[src/rtl/mbsp_pkg.sv]
// ----------------------------------------------------------------------------
// mbsp_pkg
// shared widths, status codes and message type for the midi byte parser
// ----------------------------------------------------------------------------
`timescale 1ns / 1ps
`default_nettype none

package mbsp_pkg;

  localparam int BYTE_W = 8;
  localparam int DATA_W = 7;
  localparam int LEN_W  = 2;
  localparam int CHAN_W = 5;
  localparam int NIB_W  = 4;
  localparam int PFX_W  = 6;

  localparam logic [BYTE_W-1:0] STATUS_NONE   = 8'h00;
  localparam logic [BYTE_W-1:0] SYSEX_START   = 8'hF0;
  localparam logic [BYTE_W-1:0] TIME_CODE     = 8'hF1;
  localparam logic [BYTE_W-1:0] SONG_POSITION = 8'hF2;
  localparam logic [BYTE_W-1:0] SONG_SELECT   = 8'hF3;
  localparam logic [BYTE_W-1:0] SYSEX_END     = 8'hF7;
  localparam logic [BYTE_W-1:0] REALTIME_MIN  = 8'hF8;

  // f4 to f7 share this upper six-bit prefix
  localparam logic [PFX_W-1:0] SYS_ONE_BYTE_PFX = 6'h3D;

  localparam logic [NIB_W-1:0] NIB_NOTE_OFF   = 4'h8;
  localparam logic [NIB_W-1:0] NIB_NOTE_ON    = 4'h9;
  localparam logic [NIB_W-1:0] NIB_POLY_PRESS = 4'hA;
  localparam logic [NIB_W-1:0] NIB_CTRL_CHG   = 4'hB;
  localparam logic [NIB_W-1:0] NIB_PROG_CHG   = 4'hC;
  localparam logic [NIB_W-1:0] NIB_CHAN_PRESS = 4'hD;
  localparam logic [NIB_W-1:0] NIB_PITCH_BEND = 4'hE;

  localparam logic [LEN_W-1:0] LEN_ONE   = 2'd1;
  localparam logic [LEN_W-1:0] LEN_TWO   = 2'd2;
  localparam logic [LEN_W-1:0] LEN_THREE = 2'd3;

  localparam logic [CHAN_W-1:0] CHAN_OMNI = 5'd0;
  localparam logic [CHAN_W-1:0] CHAN_ONE  = 5'd1;

  typedef struct packed {
    logic [BYTE_W-1:0] status;
    logic [DATA_W-1:0] data1;
    logic [DATA_W-1:0] data2;
    logic [LEN_W-1:0]  length;
  } msg_t;

endpackage

`default_nettype wire

[src/rtl/midi_byte_stream_parser_unit.sv]
// ----------------------------------------------------------------------------
// midi_byte_stream_parser_unit
// parses a midi byte stream into complete messages with running status
// ----------------------------------------------------------------------------
//  channel   | handshake                     | payload
//  ----------+-------------------------------+-----------------------------------
//  in        | in_valid / in_stall           | rx_byte
//  out       | out_valid / out_stall         | msg_status msg_data1 msg_data2
//            |                               | msg_length
//  cfg       | channel_select_we             | channel_select
//
//  one byte per cycle unless stalled; a message is registered after its last byte
//  the decision for each byte is one pass of logic into the output register
//  in_stall is high during reset and while the output register is held
//  reset clears running status, the partial message, sysex state and the filter
// ----------------------------------------------------------------------------
`timescale 1ns / 1ps
`default_nettype none

module midi_byte_stream_parser_unit (
  input  logic                          clk,
  input  logic                          rst,
  input  logic                          in_valid,
  output logic                          in_stall,
  input  logic [mbsp_pkg::BYTE_W-1:0]   rx_byte,
  output logic                          out_valid,
  input  logic                          out_stall,
  output logic [mbsp_pkg::BYTE_W-1:0]   msg_status,
  output logic [mbsp_pkg::DATA_W-1:0]   msg_data1,
  output logic [mbsp_pkg::DATA_W-1:0]   msg_data2,
  output logic [mbsp_pkg::LEN_W-1:0]    msg_length,
  input  logic                          channel_select_we,
  input  logic [mbsp_pkg::CHAN_W-1:0]   channel_select
);
  import mbsp_pkg::*;

  logic [CHAN_W-1:0] chan_sel;
  logic [BYTE_W-1:0] cur_status;
  logic [BYTE_W-1:0] cur_status_next;
  logic [BYTE_W-1:0] pending_status;
  logic [BYTE_W-1:0] pending_status_next;
  logic [DATA_W-1:0] pending_first_data;
  logic [DATA_W-1:0] pending_first_data_next;
  logic              awaiting_second_data;
  logic              awaiting_second_data_next;
  logic              sysex_draining;
  logic              sysex_draining_next;
  msg_t              msg;
  msg_t              msg_next;
  logic              emit;
  logic              accept;
  logic              is_voice;
  logic              chan_pass;

  assign in_stall = rst | (out_valid & out_stall);
  assign accept   = in_valid & ~in_stall;

  assign is_voice  = cur_status[BYTE_W-1] && (cur_status < SYSEX_START);
  assign chan_pass = !(is_voice && (chan_sel != CHAN_OMNI) &&
                       ({1'b0, cur_status[NIB_W-1:0]} != (chan_sel - CHAN_ONE)));

  always_comb begin
    cur_status_next           = cur_status;
    pending_status_next       = pending_status;
    pending_first_data_next   = pending_first_data;
    awaiting_second_data_next = awaiting_second_data;
    sysex_draining_next       = sysex_draining;
    emit                      = 1'b0;
    msg_next                  = '0;
    if (accept) begin
      if (rx_byte >= REALTIME_MIN) begin
        emit            = 1'b1;
        msg_next.status = rx_byte;
        msg_next.length = LEN_ONE;
      end else if (sysex_draining) begin
        if (rx_byte == SYSEX_END) begin
          sysex_draining_next = 1'b0;
        end
      end else if (rx_byte[BYTE_W-1]) begin
        awaiting_second_data_next = 1'b0;
        if (rx_byte == SYSEX_START) begin
          sysex_draining_next = 1'b1;
          cur_status_next     = STATUS_NONE;
        end else if (rx_byte[BYTE_W-1 -: PFX_W] == SYS_ONE_BYTE_PFX) begin
          cur_status_next = STATUS_NONE;
          emit            = 1'b1;
          msg_next.status = rx_byte;
          msg_next.length = LEN_ONE;
        end else begin
          cur_status_next = rx_byte;
        end
      end else if (!chan_pass) begin
        // filtered channel, byte dropped
        emit = 1'b0;
      end else if (awaiting_second_data) begin
        awaiting_second_data_next = 1'b0;
        emit                      = 1'b1;
        msg_next.status           = pending_status;
        msg_next.data1            = pending_first_data;
        msg_next.data2            = rx_byte[DATA_W-1:0];
        msg_next.length           = LEN_THREE;
      end else if (cur_status == STATUS_NONE) begin
        // no status to apply, byte dropped
        emit = 1'b0;
      end else if (cur_status < SYSEX_START) begin
        case (cur_status[BYTE_W-1 -: NIB_W])
          NIB_NOTE_OFF, NIB_NOTE_ON, NIB_POLY_PRESS, NIB_CTRL_CHG, NIB_PITCH_BEND: begin
            pending_status_next       = cur_status;
            pending_first_data_next   = rx_byte[DATA_W-1:0];
            awaiting_second_data_next = 1'b1;
          end
          NIB_PROG_CHG, NIB_CHAN_PRESS: begin
            emit            = 1'b1;
            msg_next.status = cur_status;
            msg_next.data1  = rx_byte[DATA_W-1:0];
            msg_next.length = LEN_TWO;
          end
          default: begin
            cur_status_next = STATUS_NONE;
          end
        endcase
      end else begin
        cur_status_next = STATUS_NONE;
        if (cur_status == SONG_POSITION) begin
          pending_status_next       = cur_status;
          pending_first_data_next   = rx_byte[DATA_W-1:0];
          awaiting_second_data_next = 1'b1;
        end else if (cur_status == TIME_CODE || cur_status == SONG_SELECT) begin
          emit            = 1'b1;
          msg_next.status = cur_status;
          msg_next.data1  = rx_byte[DATA_W-1:0];
          msg_next.length = LEN_TWO;
        end
      end
    end
  end

  always_ff @(posedge clk) begin
    if (rst) begin
      chan_sel             <= CHAN_OMNI;
      cur_status           <= STATUS_NONE;
      pending_status       <= STATUS_NONE;
      pending_first_data   <= '0;
      awaiting_second_data <= 1'b0;
      sysex_draining       <= 1'b0;
      out_valid            <= 1'b0;
    end else begin
      if (channel_select_we) begin
        chan_sel <= channel_select;
      end
      cur_status           <= cur_status_next;
      pending_status       <= pending_status_next;
      pending_first_data   <= pending_first_data_next;
      awaiting_second_data <= awaiting_second_data_next;
      sysex_draining       <= sysex_draining_next;
      if (emit) begin
        out_valid <= 1'b1;
      end else if (!out_stall) begin
        out_valid <= 1'b0;
      end
    end
  end

  always_ff @(posedge clk) begin
    if (emit) begin
      msg <= msg_next;
    end
  end

  assign msg_status = msg.status;
  assign msg_data1  = msg.data1;
  assign msg_data2  = msg.data2;
  assign msg_length = msg.length;

  // real-time bytes come out on the next cycle unchanged
  a_realtime_pass: assert property (@(posedge clk) disable iff (rst)
    (accept && rx_byte >= REALTIME_MIN) |=>
      (out_valid && msg_status == $past(rx_byte) && msg_length == LEN_ONE))
    else $error("real-time byte not passed through");

  // sysex always leaves running status cleared
  a_sysex_clears_rs: assert property (@(posedge clk) disable iff (rst)
    sysex_draining |-> (cur_status == STATUS_NONE))
    else $error("running status set while draining sysex");

  // a partial message always carries a status byte
  a_pending_status: assert property (@(posedge clk) disable iff (rst)
    awaiting_second_data |-> pending_status[BYTE_W-1])
    else $error("awaiting second data without status");

  // one-byte messages are f4 and above with no data
  a_one_byte_msg: assert property (@(posedge clk) disable iff (rst)
    (out_valid && msg_length == LEN_ONE) |->
      (msg_status[BYTE_W-1 -: PFX_W] >= SYS_ONE_BYTE_PFX && msg_data1 == '0 &&
       msg_data2 == '0))
    else $error("bad one-byte message");

  // every emitted message has a status byte and a nonzero length
  a_msg_shape: assert property (@(posedge clk) disable iff (rst)
    out_valid |-> (msg_status[BYTE_W-1] && msg_length != '0))
    else $error("malformed message");

endmodule

`default_nettype wire
[config.mk]
export PLATFORM = sky130hd
export DESIGN_NAME = midi_byte_stream_parser_unit
export DESIGN_NICKNAME = d
export VERILOG_FILES = /design/src/rtl/mbsp_pkg.sv /design/src/rtl/midi_byte_stream_parser_unit.sv
export SDC_FILE = /design/constraint.sdc
export NUM_CORES = 1
export LEC_CHECK = 0
export BUFFER_PORTS_ARGS = -buffer_cell sky130_fd_sc_hd__buf_2
export CORE_MARGIN = 2
export CORE_UTILIZATION = 41
export DETAILED_ROUTE_END_ITERATION = 6
export PLACE_DENSITY = 0.7
export SYNTH_ARGS = -nofsm -noshare
export SYNTH_HDL_FRONTEND = slang
export SYNTH_SLANG_ARGS = --single-unit
[constraint.sdc]
create_clock -name clk -period 2.3 [get_ports clk]
set_input_delay 0.345 -clock clk [delete_from_list [all_inputs] [get_ports clk]]
set_output_delay 0.345 -clock clk [all_outputs]
set_load 0.01 [all_outputs]
==> summary.txt <==
Run status
  – Outcome: finished, final reports clean

Placement
  – DP Wirelength: roughly 4500 um
  – Port bufs: between 40 and 50
  – Gpl congestion: 0.879
  – Setup WS pre-CTS: approximately 0.13 ns

STA
  – Achievable frequency: between 400 and 500 MHz
  – Fin. Hold Viols: 0
  – Setup violators final: 0
  – Slew HR: 0.642
  – Post-route minimum period: between 2 and 2.5 ns
  – Setup TNS: 0 ns
  – RSZ-0062 raised after global routing: false
  – Final cycle utilization of the critical path: 0.946
  – Worst slew pin tran: approximately 0.54 ns
  – Setup slack after layout: 0.125 ns
  – Skew final: 0.00666 ns
  – Fin. max-slew vios: 0

Global routing
  – Antenna violations before repair: 0
  – First-pass GRT wire length: 10300 um
  – Pin count of the biggest net entering global routing: 31
  – Vias in the first global route: 2087
  – Global-route usage over all layers: 0.178
  – Gr ovfl total: 0

Clocking
  – CTS tree: done
  – Worst-Skew Late Latency: a little over 0.3 ns
  – H-Tree Depth: 2
  – Max clock buf depth: 2
  – Post-CTS Setup Bufs: 0
  – TritonCTS Buffers: 5
  – Sink Count: 55
  – Clk Tree Root Cell: clkbuf_8
  – Clock transition at path regs: roughly 0.10 ns

Yosys
  – Post-synth top area cell: edfxtp_1
  – Syn. warnings: 0
  – Yosys reg bits: 55
  – Asr flop ratio synth: 0
  – Distinct cells, synth: 55
  – Cell Area, Synth: around 2700 um2
  – Post-Syn Area per Cell: a little over 10 um2
  – Top FF cell, synth: dfxtp_1
  – Post-Synthesis Net Count: ~280
  – Synth area leaders: edfxtp_1 (27%), dfxtp_1 (23%), mux2i_1 (7.2%), nand2_1 (5.8%), a32o_1 (3.0%)
  – Post-synth EDFFs: 24
  – Mapped Cells: between 200 and 300
  – Post-synth top area share: 0.271
  – Seq/Total Area, Yosys: 0.504

Setup path
  – Critical Path AT: 2.20 ns
  – Worst setup path class: reg -> reg
  – Element type at the critical path end: register
  – Startpoint Class: register
  – Critical Path RT: about 2.3 ns
  – CP max FO: 24

Route
  – Total Wirelength: between 6000 and 7000 um
  – Initial DRC Count: roughly 120
  – Drt wl/cell: roughly 16 um
  – DRC: 0
  – Via count: 2152
  – Post-DR vias/cell: between 5 and 6
  – ANT nets after route: 0
  – DRT Pass-1 Iters: 4

Power and ir drop
  – P per Cell Area: a little under 600 nW/um2
  – Worst vdd ir: ~0.3 mV
  – Pwr Total: 1.84 mW
  – P_leak: ~1.1 nW

Flow run
  – Total of max-cap violations: 0

Cells and area
  – Layout Nets: about 330
  – Area of the multi-input gates: approximately 1200 um2
  – Diodes inserted: 0
  – Share of cells above drive strength 1: 0.223
  – FILL cells: 602
  – Area growth syn-to-layout: 16.3%
  – Sequential cell area: 1340 um2

Floorplan
  – Die width: 84.5 um
  – Die area: ~7100 um2
  – # IOs: 44
  – Std-Cell Rows: 29
  – Core ar.: 6310 um2
  – Die Ht: between 80 and 90 um
  – Initial Utilization: 0.421

Min path
  – Hold Path Class: in -> reg
## layout by cell type (no fill, tap or decap), types with 3 or more instances in the layout
cell type	netlist	layout
buf_2	3	43
nand2_1	41	41
dfxtp_1	31	31
edfxtp_1	24	24
mux2i_1	19	19
nor2_1	16	16
a21oi_1	11	11
buf_4	1	11
inv_1	10	10
and2_1	10	10
a32o_1	8	8
o21ai_0	9	8
a22o_1	6	6
nand3_1	5	5
clkbuf_8	0	5
nor3_1	4	4
a21o_1	3	3
nor4_1	3	3
o32ai_1	3	3
## final timing paths
path / startpoint / end / slack (ns) / depth (start not counted)
setup reg to reg: chan_sel[0] / msg_data1[4] / 0.13 / 7
hold / removal: channel_select[1] / chan_sel[1] / 0.27 / 3
setup / recovery: chan_sel[0] / msg_data1[4] / 0.13 / 7
hold reg to reg: pending_first_data[0] / pending_first_data[0] / 0.47 / 2
## synth_stat cells, types with 4 or more instances
cell      instances
o21ai_0           9
nand2_1          41
mux2i_1          19
dfxtp_1          31
nand3_1           5
clkbuf_1         11
inv_1            10
a21oi_1          11
and2_1           10
edfxtp_1         24
nor3_1            4
a32o_1            8
nor2_1           16
a22o_1            6
## worst max-delay path, stage by stage (launching register included)
cell and delay (ns):
dfxtp_1 0.36, inv_1 0.08, ha_1 0.17, or3b_1 0.45
a211o_1 0.37, nand3_1 0.11, a31o_2 0.18, buf_12 0.18
## sequential cells by signal, summed over array words and instances, names as in the netlist
register	count
msg_data1	7
chan_sel	5
awaiting_second_data	1
msg_data2	7
msg_length	2
sysex_draining	1
pending_status	8
pending_first_data	7
msg_status	8
out_valid	1
cur_status	8
## per-stage QoR
stage	std cells	hold WS [ns]	util	instance area, um2
2_1_floorplan	262	0.430	-	2660
3_3_place_gp	378	0.442	0.475	3000
3_5_place_dp	378	0.450	0.475	3000
4_1_cts	386	0.267	0.490	3090
5_1_grt	386	0.298	0.490	3090
6_report	386	0.269	0.490	3090
## report_power, final
part	internal, mW	switching, mW	total (mW)
Combinational	0.0886	0.127	0.215
Clock	0.223	0.336	0.559
Sequential	1.04	0.0291	1.07
## repair_timing
item / 4_1_cts / 5_1_grt
endpoints found under the setup margin: 0 / 5
hold buffers: 0 / 0
resized for setup: 0 / 2
hold endpoints to repair: 0 / 0
## layout make-up
| cell class | count | area share |
|---|---|---|
| clock buffer | 5 | 0.0222 |
| clock inverter | 3 | 0.00809 |
| inverter | 10 | 0.0121 |
| multi-input combinational | 180 | 0.383 |
| sequential | 55 | 0.434 |
| tap | 77 | 0.0311 |
| timing repair buffer | 56 | 0.109 |
## layer usage
metal,track usage,part of all wire,routed length (um),up-vias
met1,0.226,0.44,2740,1026
li1,-,-,-,1047
met5,0,0,0,-
met2,0.305,0.50,3110,74
met3,0.0324,0.056,351,5
met4,0.0606,0.0091,57,0
## kinds of logic (layout without fill, tap and decap cells)
| logic type | after synthesis | in the layout | synth area share |
|---|---|---|---|
| flip-flops | 55 | 55 | 0.504 |
| multiplexers | 19 | 19 | 0.0715 |
| buffers and inverters | 27 | 74 | 0.0499 |
| AND/OR/NAND/NOR | 91 | 91 | 0.163 |
| adder cells (fa/ha/maj) | 1 | 1 | 0.00471 |
| XOR/XNOR | 5 | 5 | 0.0216 |
| AO/OA/AOI/OAI | 64 | 64 | 0.185 |
No activity file was read; power rests on OpenSTA's default activity.
